==> src/rtl/core/trlt_pkg.sv <==
// Package for the tile lease table: widths, codes, state type and control structs.
`default_nettype none
package trlt_pkg;

    // Field widths of the channels
    localparam int ACTION_W   = 2;
    localparam int COORD_W    = 16;
    localparam int SLOT_W     = 16;
    localparam int TICK_W     = 32;
    localparam int HOLD_W     = 16;
    localparam int EXPIRY_W   = TICK_W + 1;
    localparam int CFG_IDX_W  = 2;
    localparam int CFG_DATA_W = 7;

    // Defaults for the top-level parameters
    localparam int MAX_SIDE_DEF  = 64;
    localparam int SLOT_BITS_DEF = 16;

    // Grid size after reset
    localparam logic [CFG_DATA_W-1:0] GRID_SIDE_RESET = 7'd64;

    // Configuration register indexes
    localparam logic [CFG_IDX_W-1:0] REG_GRID_WIDTH  = 2'd0;
    localparam logic [CFG_IDX_W-1:0] REG_GRID_HEIGHT = 2'd1;

    typedef enum logic [ACTION_W-1:0] {
        ACT_QUERY   = 2'd0,
        ACT_RESERVE = 2'd1,
        ACT_RELEASE = 2'd2,
        ACT_EXPIRE  = 2'd3
    } action_t;

    typedef enum logic [2:0] {
        ST_CLEAR,
        ST_IDLE,
        ST_INDEX,
        ST_READ,
        ST_EVAL,
        ST_SWEEP,
        ST_DRAIN,
        ST_DONE
    } state_t;

    // Controller to datapath
    typedef struct packed {
        logic capture;
        logic calc_idx;
        logic rd_single;
        logic eval;
        logic sweep_rd;
        logic sweep_end;
        logic clear_wr;
        logic out_load;
    } cmd_t;

    // Datapath to controller
    typedef struct packed {
        logic cnt_last;
        logic out_free;
    } status_t;

endpackage
`default_nettype wire

==> src/rtl/core/trlt_ctrl.sv <==
// Controller state machine of the tile lease table.
`default_nettype none
module trlt_ctrl (
    input  wire logic              clk,
    input  wire logic              rst_n,
    input  wire logic              req_valid,
    input  wire trlt_pkg::action_t req_action,
    input  wire trlt_pkg::status_t status,
    output logic                   req_ready,
    output trlt_pkg::cmd_t         cmd,
    output trlt_pkg::state_t       state
);
    import trlt_pkg::*;

    state_t state_reg;
    state_t state_next;

    // State register; reset starts the clearing pass
    always_ff @(posedge clk or negedge rst_n)
    begin
        if (!rst_n)
        begin
            state_reg <= ST_CLEAR;
        end
        else
        begin
            state_reg <= state_next;
        end
    end

    // Next state
    always_comb
    begin
        state_next = state_reg;
        unique case (state_reg)
            ST_CLEAR:
            begin
                if (status.cnt_last)
                begin
                    state_next = ST_IDLE;
                end
            end
            ST_IDLE:
            begin
                if (req_valid)
                begin
                    if (req_action == ACT_QUERY || req_action == ACT_RESERVE)
                    begin
                        state_next = ST_INDEX;
                    end
                    else
                    begin
                        state_next = ST_SWEEP;
                    end
                end
            end
            ST_INDEX: state_next = ST_READ;
            ST_READ:  state_next = ST_EVAL;
            ST_EVAL:  state_next = ST_DONE;
            ST_SWEEP:
            begin
                if (status.cnt_last)
                begin
                    state_next = ST_DRAIN;
                end
            end
            ST_DRAIN: state_next = ST_DONE;
            ST_DONE:
            begin
                if (status.out_free)
                begin
                    state_next = ST_IDLE;
                end
            end
            default:  state_next = ST_CLEAR;
        endcase
    end

    // Commands
    always_comb
    begin
        cmd       = '0;
        req_ready = 1'b0;
        unique case (state_reg)
            ST_CLEAR: cmd.clear_wr = 1'b1;
            ST_IDLE:
            begin
                req_ready   = 1'b1;
                cmd.capture = req_valid;
            end
            ST_INDEX: cmd.calc_idx  = 1'b1;
            ST_READ:  cmd.rd_single = 1'b1;
            ST_EVAL:  cmd.eval      = 1'b1;
            ST_SWEEP: cmd.sweep_rd  = 1'b1;
            ST_DRAIN: cmd.sweep_end = 1'b1;
            ST_DONE:  cmd.out_load  = status.out_free;
            default:  cmd = '0;
        endcase
    end

    assign state = state_reg;

endmodule
`default_nettype wire

==> config.mk <==
export PLATFORM = sky130hd
export DESIGN_NAME = trlt_ctrl
export DESIGN_NICKNAME = d
export VERILOG_FILES = /design/src/rtl/core/trlt_pkg.sv /design/src/rtl/core/trlt_ctrl.sv
export SDC_FILE = /design/constraint.sdc
export NUM_CORES = 1
export LEC_CHECK = 0
export BUFFER_PORTS_ARGS = -buffer_cell sky130_fd_sc_hd__buf_2
export CORE_AREA = 2 2 39 41
export DETAILED_ROUTE_END_ITERATION = 6
export DIE_AREA = 0 0 41 43
export PLACE_DENSITY = 0.44
export SYNTH_ARGS = -nofsm -noshare
export SYNTH_HDL_FRONTEND = slang
export SYNTH_SLANG_ARGS = --single-unit
==> constraint.sdc <==
create_clock -name clk -period 1.15 [get_ports clk]
set_clock_uncertainty 0.1 [all_clocks]
set_input_delay 0.23 -clock clk [delete_from_list [all_inputs] [get_ports clk]]
set_output_delay 0.23 -clock clk [all_outputs]
set_load 0.01 [all_outputs]
==> flow_summary.toml, run 1 <==
[routing]
via_count = 341
postRouteAntennaNets = 0
wirelength_um = 802
drt-pass1-iter-count = 4
via_per_inst = 4.263
drc = 0
first_iter_violations = 8
routedWlPerCell_um = 10.03

[floorplan]
ios = 19
num_rows = 14
die_w_um = 41
dieArea_um2 = 1763
initial_core_util = 0.1736
core_um2 = 1384
fp.dieH_um = 43

[clock_tree]
clkLatencyLatePin_ps = 230
cts.path.max_buffers = 2
clk_pin_slew_ps = 40
clock-root-buffer = "clkbuf_4"
cts_max_level = 1
cts_tree = "yes"
cts_inserted_buffers = 3
clock-sinks = 3

[sta]
rsz0062_at_grt = "true"
period_share = 1.285
max_slew_margin = 0.8857
finalMaxSlewViolations = 0
period_minus_slack_ps = 1478
finalSetupViolations = 15
hold_violations = 0
worst_pin_slew_ps = 171.5
setup-tns-final_ps = -3238
final.setup.worst_slack_ps = -327.7
max_freq_mhz = 676.7

[yosys]
yosysWarnings = 0
syn-cell-area_um2 = 240.2
synth-seq-area-share = 0.3125
avgSynthCellArea_um2 = 7.749
syn_nets = 38
synth_cell_types = 20
syn_inst = 31
synth-seq-cells = 3

[final_layout]
multi_input_area_um2 = 193.9
drive_gt1_frac = 0.7656
finalNonFillerCells = 80
antenna_cells = 0
seqCellArea_um2 = 77.57
fillerInstances = 150
final_core_util = 0.4286
nets = 72
area_growth_syn_to_layout_pct = 146.9
largest_register_ffs = 3

[pwr]
swShare = 0.3791
pwr-share-comb = 0.724
ir_worst_vdd_mv = 0.8975
power_density_nw_per_um2 = 2616
clkPwrFrac = 0.117
seq_power_share = 0.159
power_switching_mw = 0.5882
internal_power_mw = 0.9634
p_leak_nw = 0.3037

[placed_design]
gp_routability_congestion = 0.6589
dp_cells = 69
portBuffers = 17
dp_worst_setup_slack_ps = -115.7

[grt]
grt_usage = 0.1094
grt_max_degree = 11
grt_pass1_wl_um = 1214
overflow = 0
grt_pass1_vias = 297
grt_antenna_before_repair = 0

[status]
outcome = "finished, violations left"
violations = "setup timing"

[run]
drv_cap = 0

[hold_path]
hold_class = "input pin to async pin"

[critical_path]
r2r_slack_ps = -240
end_kind = "output pin"
cp.arrival_ps = 1150
cp_max_fo = 5
crit_required_ps = 820
critical_path_class = "flip-flop to output pin"
critPathLaunchType = "flip-flop"
-- layout make-up --
| type | instances | share of cell area |
|---|---|---|
| Inverter | 2 | 0.01266 |
| Sequential cell | 3 | 0.1308 |
| Timing Repair Buffer | 32 | 0.4515 |
| Clock buffer | 4 | 0.04430 |
| Tap cell | 16 | 0.03376 |
| Multi-Input combinational cell | 23 | 0.3270 |
-- synth_stat cells --
| cell | n | area [um^2] |
|---|---|---|
| nor2_1 | 5 | 18.77 |
| dfrtp_1 | 3 | 75.07 |
| a21oi_1 | 2 | 10.01 |
| and2_1 | 2 | 12.51 |
| and3_1 | 2 | 12.51 |
| buf_2 | 2 | 10.01 |
| nor3_1 | 2 | 10.01 |
| a21o_1 | 1 | 7.510 |
| a221o_1 | 1 | 10.01 |
| a2bb2oi_1 | 1 | 8.760 |
| buf_6 | 1 | 11.26 |
| inv_1 | 1 | 3.750 |
| inv_2 | 1 | 3.750 |
| nand2_1 | 1 | 3.750 |
| nand2b_1 | 1 | 6.260 |
| nand3_1 | 1 | 5.000 |
| nor3b_1 | 1 | 7.510 |
| nor3b_2 | 1 | 12.51 |
| o21ai_1 | 1 | 5.000 |
| or3_1 | 1 | 6.260 |
-- worst max-delay path: stages (launching register included) --
cell and delay (ps):
dfrtp_2 460, buf_12 160, nor2_4 70, and2_4 140, buf_6 90
-- layer usage --
metal / global-route usage / up-vias / wire length (um)
met2: 0.1375 / 15 / 409
met4: 0.1000 / 0 / 0
met3: 0.04712 / 0 / 50
li1: - / 171 / -
met5: 0 / - / 0
met1: 0.1318 / 155 / 342
-- power by group through the flow --
stage	Combinational (mW)	Clock, mW	Sequential (mW)
2_1_floorplan	0.495	0	0.212
6_report	1.12	0.181	0.246
3_3_place_gp	0.797	0	0.215
3_5_place_dp	0.797	0	0.215
4_1_cts	0.876	0.190	0.221
5_1_grt	1.21	0.207	0.264
-- kinds of logic (layout without fill, tap and decap cells) --
logic type | count (synthesis) | in the layout | share of synthesized area
AO/OA/AOI/OAI | 6 | 6 | 0.1719
buffers and inverters | 5 | 38 | 0.1198
AND/OR/NAND/NOR | 17 | 17 | 0.3958
flip-flops | 3 | 3 | 0.3125
-- per-stage QoR --
stage	total power, mW	hold WS, ps	instance area [um^2]
after floorplan	0.7073	-165.6	280.3
after global placement	1.012	-72.90	424.2
after detailed placement	1.012	-71.63	424.2
after CTS	1.286	215.9	494.2
after global routing	1.685	227.7	593.1
final	1.552	224.0	593.1
-- final timing paths --
path,startpoint,endpoint,cells after the start
max,state[0]$_DFFE_PN0P_,cmd[2],4
min,rst_n,state[1]$_DFFE_PN0P_,2
max reg2reg,state[0]$_DFFE_PN0P_,state[0]$_DFFE_PN0P_,5
min reg2reg,state[1]$_DFFE_PN0P_,state[0]$_DFFE_PN0P_,2
max in group asynchronous,rst_n,state[0]$_DFFE_PN0P_,2
min in group clk,status[1],state[0]$_DFFE_PN0P_,4
-- layout by cell type, fill, tap and decap left out, types with 2 or more instances in the layout --
| master | synthesis | layout |
|---|---|---|
| nor3b_2 | 1 | 2 |
| and2_4 | 0 | 2 |
| clkbuf_4 | 0 | 3 |
| buf_2 | 2 | 14 |
| a21oi_1 | 2 | 2 |
| buf_4 | 0 | 7 |
| nor2_1 | 5 | 3 |
| buf_6 | 1 | 8 |
| dfrtp_2 | 0 | 2 |
-- what timing repair did --
item,in CTS,in global routing
pin swaps,2,8
endpoints found under the setup margin,14,15
cloned,0,1
gates resized for setup,3,13
setup buffers,3,2
hold endpoints to repair,3,0
hold buffers,1,0
Power figures use the tool's default switching activity.
==> run 2: changes to the inputs <==
CELL_PAD_IN_SITES_DETAIL_PLACEMENT = 2   (was default)
CELL_PAD_IN_SITES_GLOBAL_PLACEMENT = 2   (was default)
CORE_AREA = default   (was 2 2 39 41)
CORE_ASPECT_RATIO = 1.2   (was default)
CORE_MARGIN = 2   (was default)
CORE_UTILIZATION = 15   (was default)
DIE_AREA = default   (was 0 0 41 43)
HOLD_SLACK_MARGIN = 0.03   (was default)
PLACE_DENSITY = 0.67   (was 0.44)
==> flow_summary.toml, run 2 (synthesis results as in run 1) <==
[status]
outcome = "finished, violations left"
violations = "setup timing"

[final_layout]
antenna_cells = 0
final_cell_area_um2 = 543.0
seqCellArea_um2 = 77.57
mostFrequentLayoutCell = "buf_2"
area_growth_syn_to_layout_pct = 126.0
final_core_util = 0.3709
nets = 69
final_cell_mix = "buf_2, buf_4, buf_6"
finalNonFillerCells = 78
drive_gt1_frac = 0.7541
largest_register_ffs = 3
fillerInstances = 173
multi_input_area_um2 = 197.7

[floorplan]
fp.dieH_um = 47.84
dieArea_um2 = 1939
core_um2 = 1464
num_rows = 15
initial_core_util = 0.1641
ios = 19
die_w_um = 40.53

[critical_path]
end_kind = "output pin"
crit_required_ps = 820
crit_slowest_cell = "dfrtp_2"
crit_start = "state[0]$_DFFE_PN0P_"
critPathMaxStageDelay_ps = 440
critical_path_class = "flip-flop to output pin"
cp.arrival_ps = 1190
crit_family = "flip-flops"
critPathLaunchType = "flip-flop"
crit_buf_inv = 2
r2r_start = "state[0]$_DFFE_PN0P_"
path_cells = "buf_12, nor2_4, and2_4, buf_2"
cp_max_fo = 9

[clock_tree]
cts.path.max_buffers = 2
cts_max_level = 1
clk_pin_slew_ps = 40
clkLatencyLatePin_ps = 240
clock-sinks = 3
clock-root-buffer = "clkbuf_4"
cts_inserted_buffers = 3
cts_tree = "yes"

[sta]
max_freq_mhz = 657.8
period_minus_slack_ps = 1520
rsz0062_at_grt = "true"
hold_violations = 0
final.setup.worst_slack_ps = -370.2
worst_pin_slew_ps = 173.9
period_share = 1.322
max_slew_margin = 0.8839
finalMaxSlewViolations = 0
finalSetupViolations = 14

[placed_design]
portBuffers = 17
placed_cell_area_um2 = 417.9
dp_worst_setup_slack_ps = -211.6
gp_routability_congestion = 0.6344
dp_cells = 69
dp_hpwl_um = 712.4

[grt]
overflow = 0
grt_usage = 0.1199
grt_pass1_wl_um = 1538
grt_max_degree = 12
grt_pass1_vias = 362
grt_antenna_before_repair = 0

[pwr]
ir_worst_vdd_mv = 0.8487
total_power_mw = 1.497
power_density_nw_per_um2 = 2756
p_leak_nw = 0.2776

[routing]
drt-pass1-iter-count = 2
drc = 0
postRouteAntennaNets = 0
via_per_inst = 4.436
first_iter_violations = 2
routedWlPerCell_um = 12.76
via_count = 346
wirelength_um = 995

[run]
drv_cap = 0

[hold_path]
hold_class = "input pin to async pin"
[run 2: worst paths after layout]
check / end / slack, ps / cells past startpoint
hold reg to reg: state[2]$_DFFE_PN0P_ / 590 / 3
setup / recovery: cmd[2] / -370 / 4
setup reg to reg: state[0]$_DFFE_PN0P_ / -270 / 5
hold / removal: state[2]$_DFFE_PN0P_ / 220 / 2
max in group asynchronous: state[1]$_DFFE_PN0P_ / 610 / 2
min in group clk: state[0]$_DFFE_PN0P_ / 230 / 3
[run 2: worst reg2reg max path: cells and delay by family (launching register included)]
| kind | cells | cell delay (ps) |
|---|---|---|
| flip-flops | 1 | 440 |
| AND/OR/NAND/NOR | 2 | 410 |
| buffers and inverters | 2 | 290 |
| AO/OA/AOI/OAI | 1 | 60 |
[run 2: per-stage QoR]
stage          hold WS (ps)  TNS, ps
3_5_place_dp         -69.20   -880.5
5_1_grt               217.4    -4605
4_1_cts               217.9    -3875
2_1_floorplan        -165.6   -248.3
3_3_place_gp         -73.40   -713.8
6_report              216.8    -3814
[run 2: what timing repair did]
action	CTS	global route
pin swaps	4	4
endpoints found under the setup margin	14	15
hold buffers	1	0
setup buffers	4	1
endpoints found under the hold margin	3	0
gates resized for setup	12	4
[run 2: power breakdown]
group | switching [mW] | internal (mW)
clock | 0.0634 | 0.131
sequential | 0.0682 | 0.160
combinational | 0.481 | 0.594
[run 2: routing by layer]
| layer | track usage | up-vias | share of wire |
|---|---|---|---|
| met5 | 0 | - | 0 |
| met2 | 0.2159 | 12 | 0.55 |
| met3 | 0.03256 | 0 | 0.053 |
| met4 | 0.04000 | 0 | 0 |
| li1 | - | 166 | - |
| met1 | 0.1320 | 168 | 0.39 |
[run 2: cell type report]
| type | instances | share of cell area |
|---|---|---|
| Clock buffer | 4 | 0.04839 |
| Timing Repair Buffer | 29 | 0.3871 |
| Multi-Input combinational cell | 23 | 0.3641 |
| Tap cell | 17 | 0.03917 |
| Sequential cell | 3 | 0.1429 |
| Inverter | 2 | 0.01843 |
==> run 3: changes to the inputs <==
BUFFER_PORTS_ARGS = default   (was -buffer_cell sky130_fd_sc_hd__buf_2)
CORE_AREA = 2 2 39 41   (was default)
CORE_ASPECT_RATIO = default   (was 1.2)
CORE_MARGIN = default   (was 2)
CORE_UTILIZATION = default   (was 15)
DIE_AREA = 0 0 41 43   (was default)
DONT_BUFFER_PORTS = 1   (was default)
PLACE_DENSITY = 0.53   (was 0.67)
REMOVE_ABC_BUFFERS = 1   (was default)
==> flow_summary.toml, run 3 (synthesis results as in run 1) <==
[routing]
via_per_inst = 4.536
drt-pass1-iter-count = 2
routedWlPerCell_um = 15.39
via_count = 313
first_iter_violations = 1
drc = 0
wirelength_um = 1062
postRouteAntennaNets = 0

[pwr]
pwr-share-comb = 0.695
internal_power_mw = 0.8652
swShare = 0.4225
clkPwrFrac = 0.129
power_density_nw_per_um2 = 2858
total_power_mw = 1.498
seq_power_share = 0.177
power_switching_mw = 0.6329
ir_worst_vdd_mv = 0.7023
p_leak_nw = 0.2399

[sta]
max_slew_margin = 0.8503
final.setup.worst_slack_ps = -304.2
finalSetupViolations = 15
period_minus_slack_ps = 1454
max_freq_mhz = 687.6
period_share = 1.265
rsz0062_at_grt = "true"
worst_pin_slew_ps = 224.5
hold_violations = 0
finalMaxSlewViolations = 0
setup-tns-final_ps = -3278

[floorplan]
dieArea_um2 = 1763
fp.dieH_um = 43
initial_core_util = 0.1736
num_rows = 14
die_w_um = 41
ios = 19
core_um2 = 1384

[clock_tree]
clock-root-buffer = "clkbuf_4"
cts.path.max_buffers = 2
clk_pin_slew_ps = 40
cts_max_level = 1
clock-sinks = 3
cts_tree = "yes"
clkLatencyLatePin_ps = 240
cts_inserted_buffers = 3

[critical_path]
r2r_slack_ps = -220
critPathMaxStageDelay_ps = 440
r2r_start = "state[0]$_DFFE_PN0P_"
crit_required_ps = 820
crit_buf_inv = 2
critical_path_class = "flip-flop to output pin"
path_cells = "buf_6, nor3_2, buf_4"
crit_family = "flip-flops"
r2r_cells = 5
critPathLaunchType = "flip-flop"
cp.arrival_ps = 1120
worstReg2RegEnd = "state[0]$_DFFE_PN0P_"
cp_max_fo = 7
end_kind = "output pin"
crit_slowest_cell = "dfrtp_2"
path_depth = 3

[final_layout]
nets = 61
final_cell_area_um2 = 524.3
area_growth_syn_to_layout_pct = 118.2
largest_register_ffs = 3
drive_gt1_frac = 0.7547
finalNonFillerCells = 69
final_core_util = 0.3788
final_cell_mix = "buf_4, buf_6, nor2_4, clkbuf_4"
antenna_cells = 0
fillerInstances = 147
mostFrequentLayoutCell = "buf_4"

[status]
outcome = "finished, violations left"
violations = "setup timing"

[run]
drv_cap = 0

[grt]
grt_usage = 0.1323
grt_pass1_wl_um = 1538
grt_antenna_before_repair = 0
grt_max_degree = 9
grt_pass1_vias = 315
overflow = 0

[placed_design]
portBuffers = 0
dp_cells = 57
placed_cell_area_um2 = 336.6
gp_routability_congestion = 0.7044

[hold_path]
holdPathStages = 2
hold_class = "input pin to flip-flop"
min_to = "state[0]$_DFFE_PN0P_"
min-delay-start = "req_valid"
==> run 3: changes by cell type in the layout (fill, tap and decap cells not counted), sizes merged <==
cell and change:
buf -8
==> run 3: timing repair <==
item	in CTS	in global routing
resized for setup	19	8
pin swaps	5	6
hold endpoints to repair	3	0
endpoints found under the setup margin	15	15
hold buffers	1	0
setup buffers	3	5
==> run 3: worst max path at each step <==
stage	start	slack, ps	to
2_1_floorplan	state[2]$_DFFE_PN0P_	-200	state[1]$_DFFE_PN0P_
3_3_place_gp	state[1]$_DFFE_PN0P_	-160	state[1]$_DFFE_PN0P_
3_5_place_dp	state[1]$_DFFE_PN0P_	-170	state[1]$_DFFE_PN0P_
4_1_cts	state[2]$_DFFE_PN0P_	-310	cmd[7]
5_1_grt	state[2]$_DFFE_PN0P_	-370	cmd[6]
6_report	state[0]$_DFFE_PN0P_	-300	cmd[6]
==> run 3: per-layer routing <==
layer | wire (um) | part of all wire | global-route usage
met1 | 435 | 0.41 | 0.1661
met2 | 529 | 0.50 | 0.1813
met3 | 97 | 0.091 | 0.08377
met4 | 0 | 0 | 0.04000
met5 | 0 | 0 | 0
==> run 3: power groups by stage <==
stage | combinational (mW) | sequential, mW | clock, mW
global route | 1.11 | 0.275 | 0.214
finish | 1.04 | 0.265 | 0.193
detailed placement | 0.637 | 0.236 | 0
floorplan | 0.263 | 0.275 | 0
global placement | 0.619 | 0.227 | 0
CTS | 0.870 | 0.253 | 0.197
==> run 3: worst reg2reg max path, delay by kind of cell, from the launching register on <==
family | cells | cell delay, ps
and+or+nand+nor | 2 | 390
buffers and inverters | 2 | 270
DFF | 1 | 440
AOI/OAI and AO/OA | 1 | 60
==> run 3: stage by stage <==
step | worst slack [ps] | hold slack, ps
finish | -304.2 | 118.1
global route | -367.2 | 107.3
CTS | -309.7 | 105.0
detailed placement | -173.5 | -165.5
global placement | -157.0 | -165.5
floorplan | -200.0 | -165.6
==> run 3: final cells by class <==
cell class	instances	area, um^2	area share
flip-flops and latches	3	77.57	0.1480
inverters	2	10.01	0.01909
repair buffers	21	186.4	0.3556
well taps	16	20.02	0.03819
multi-input cells	23	203.9	0.3890
clock buffers	4	26.28	0.05012
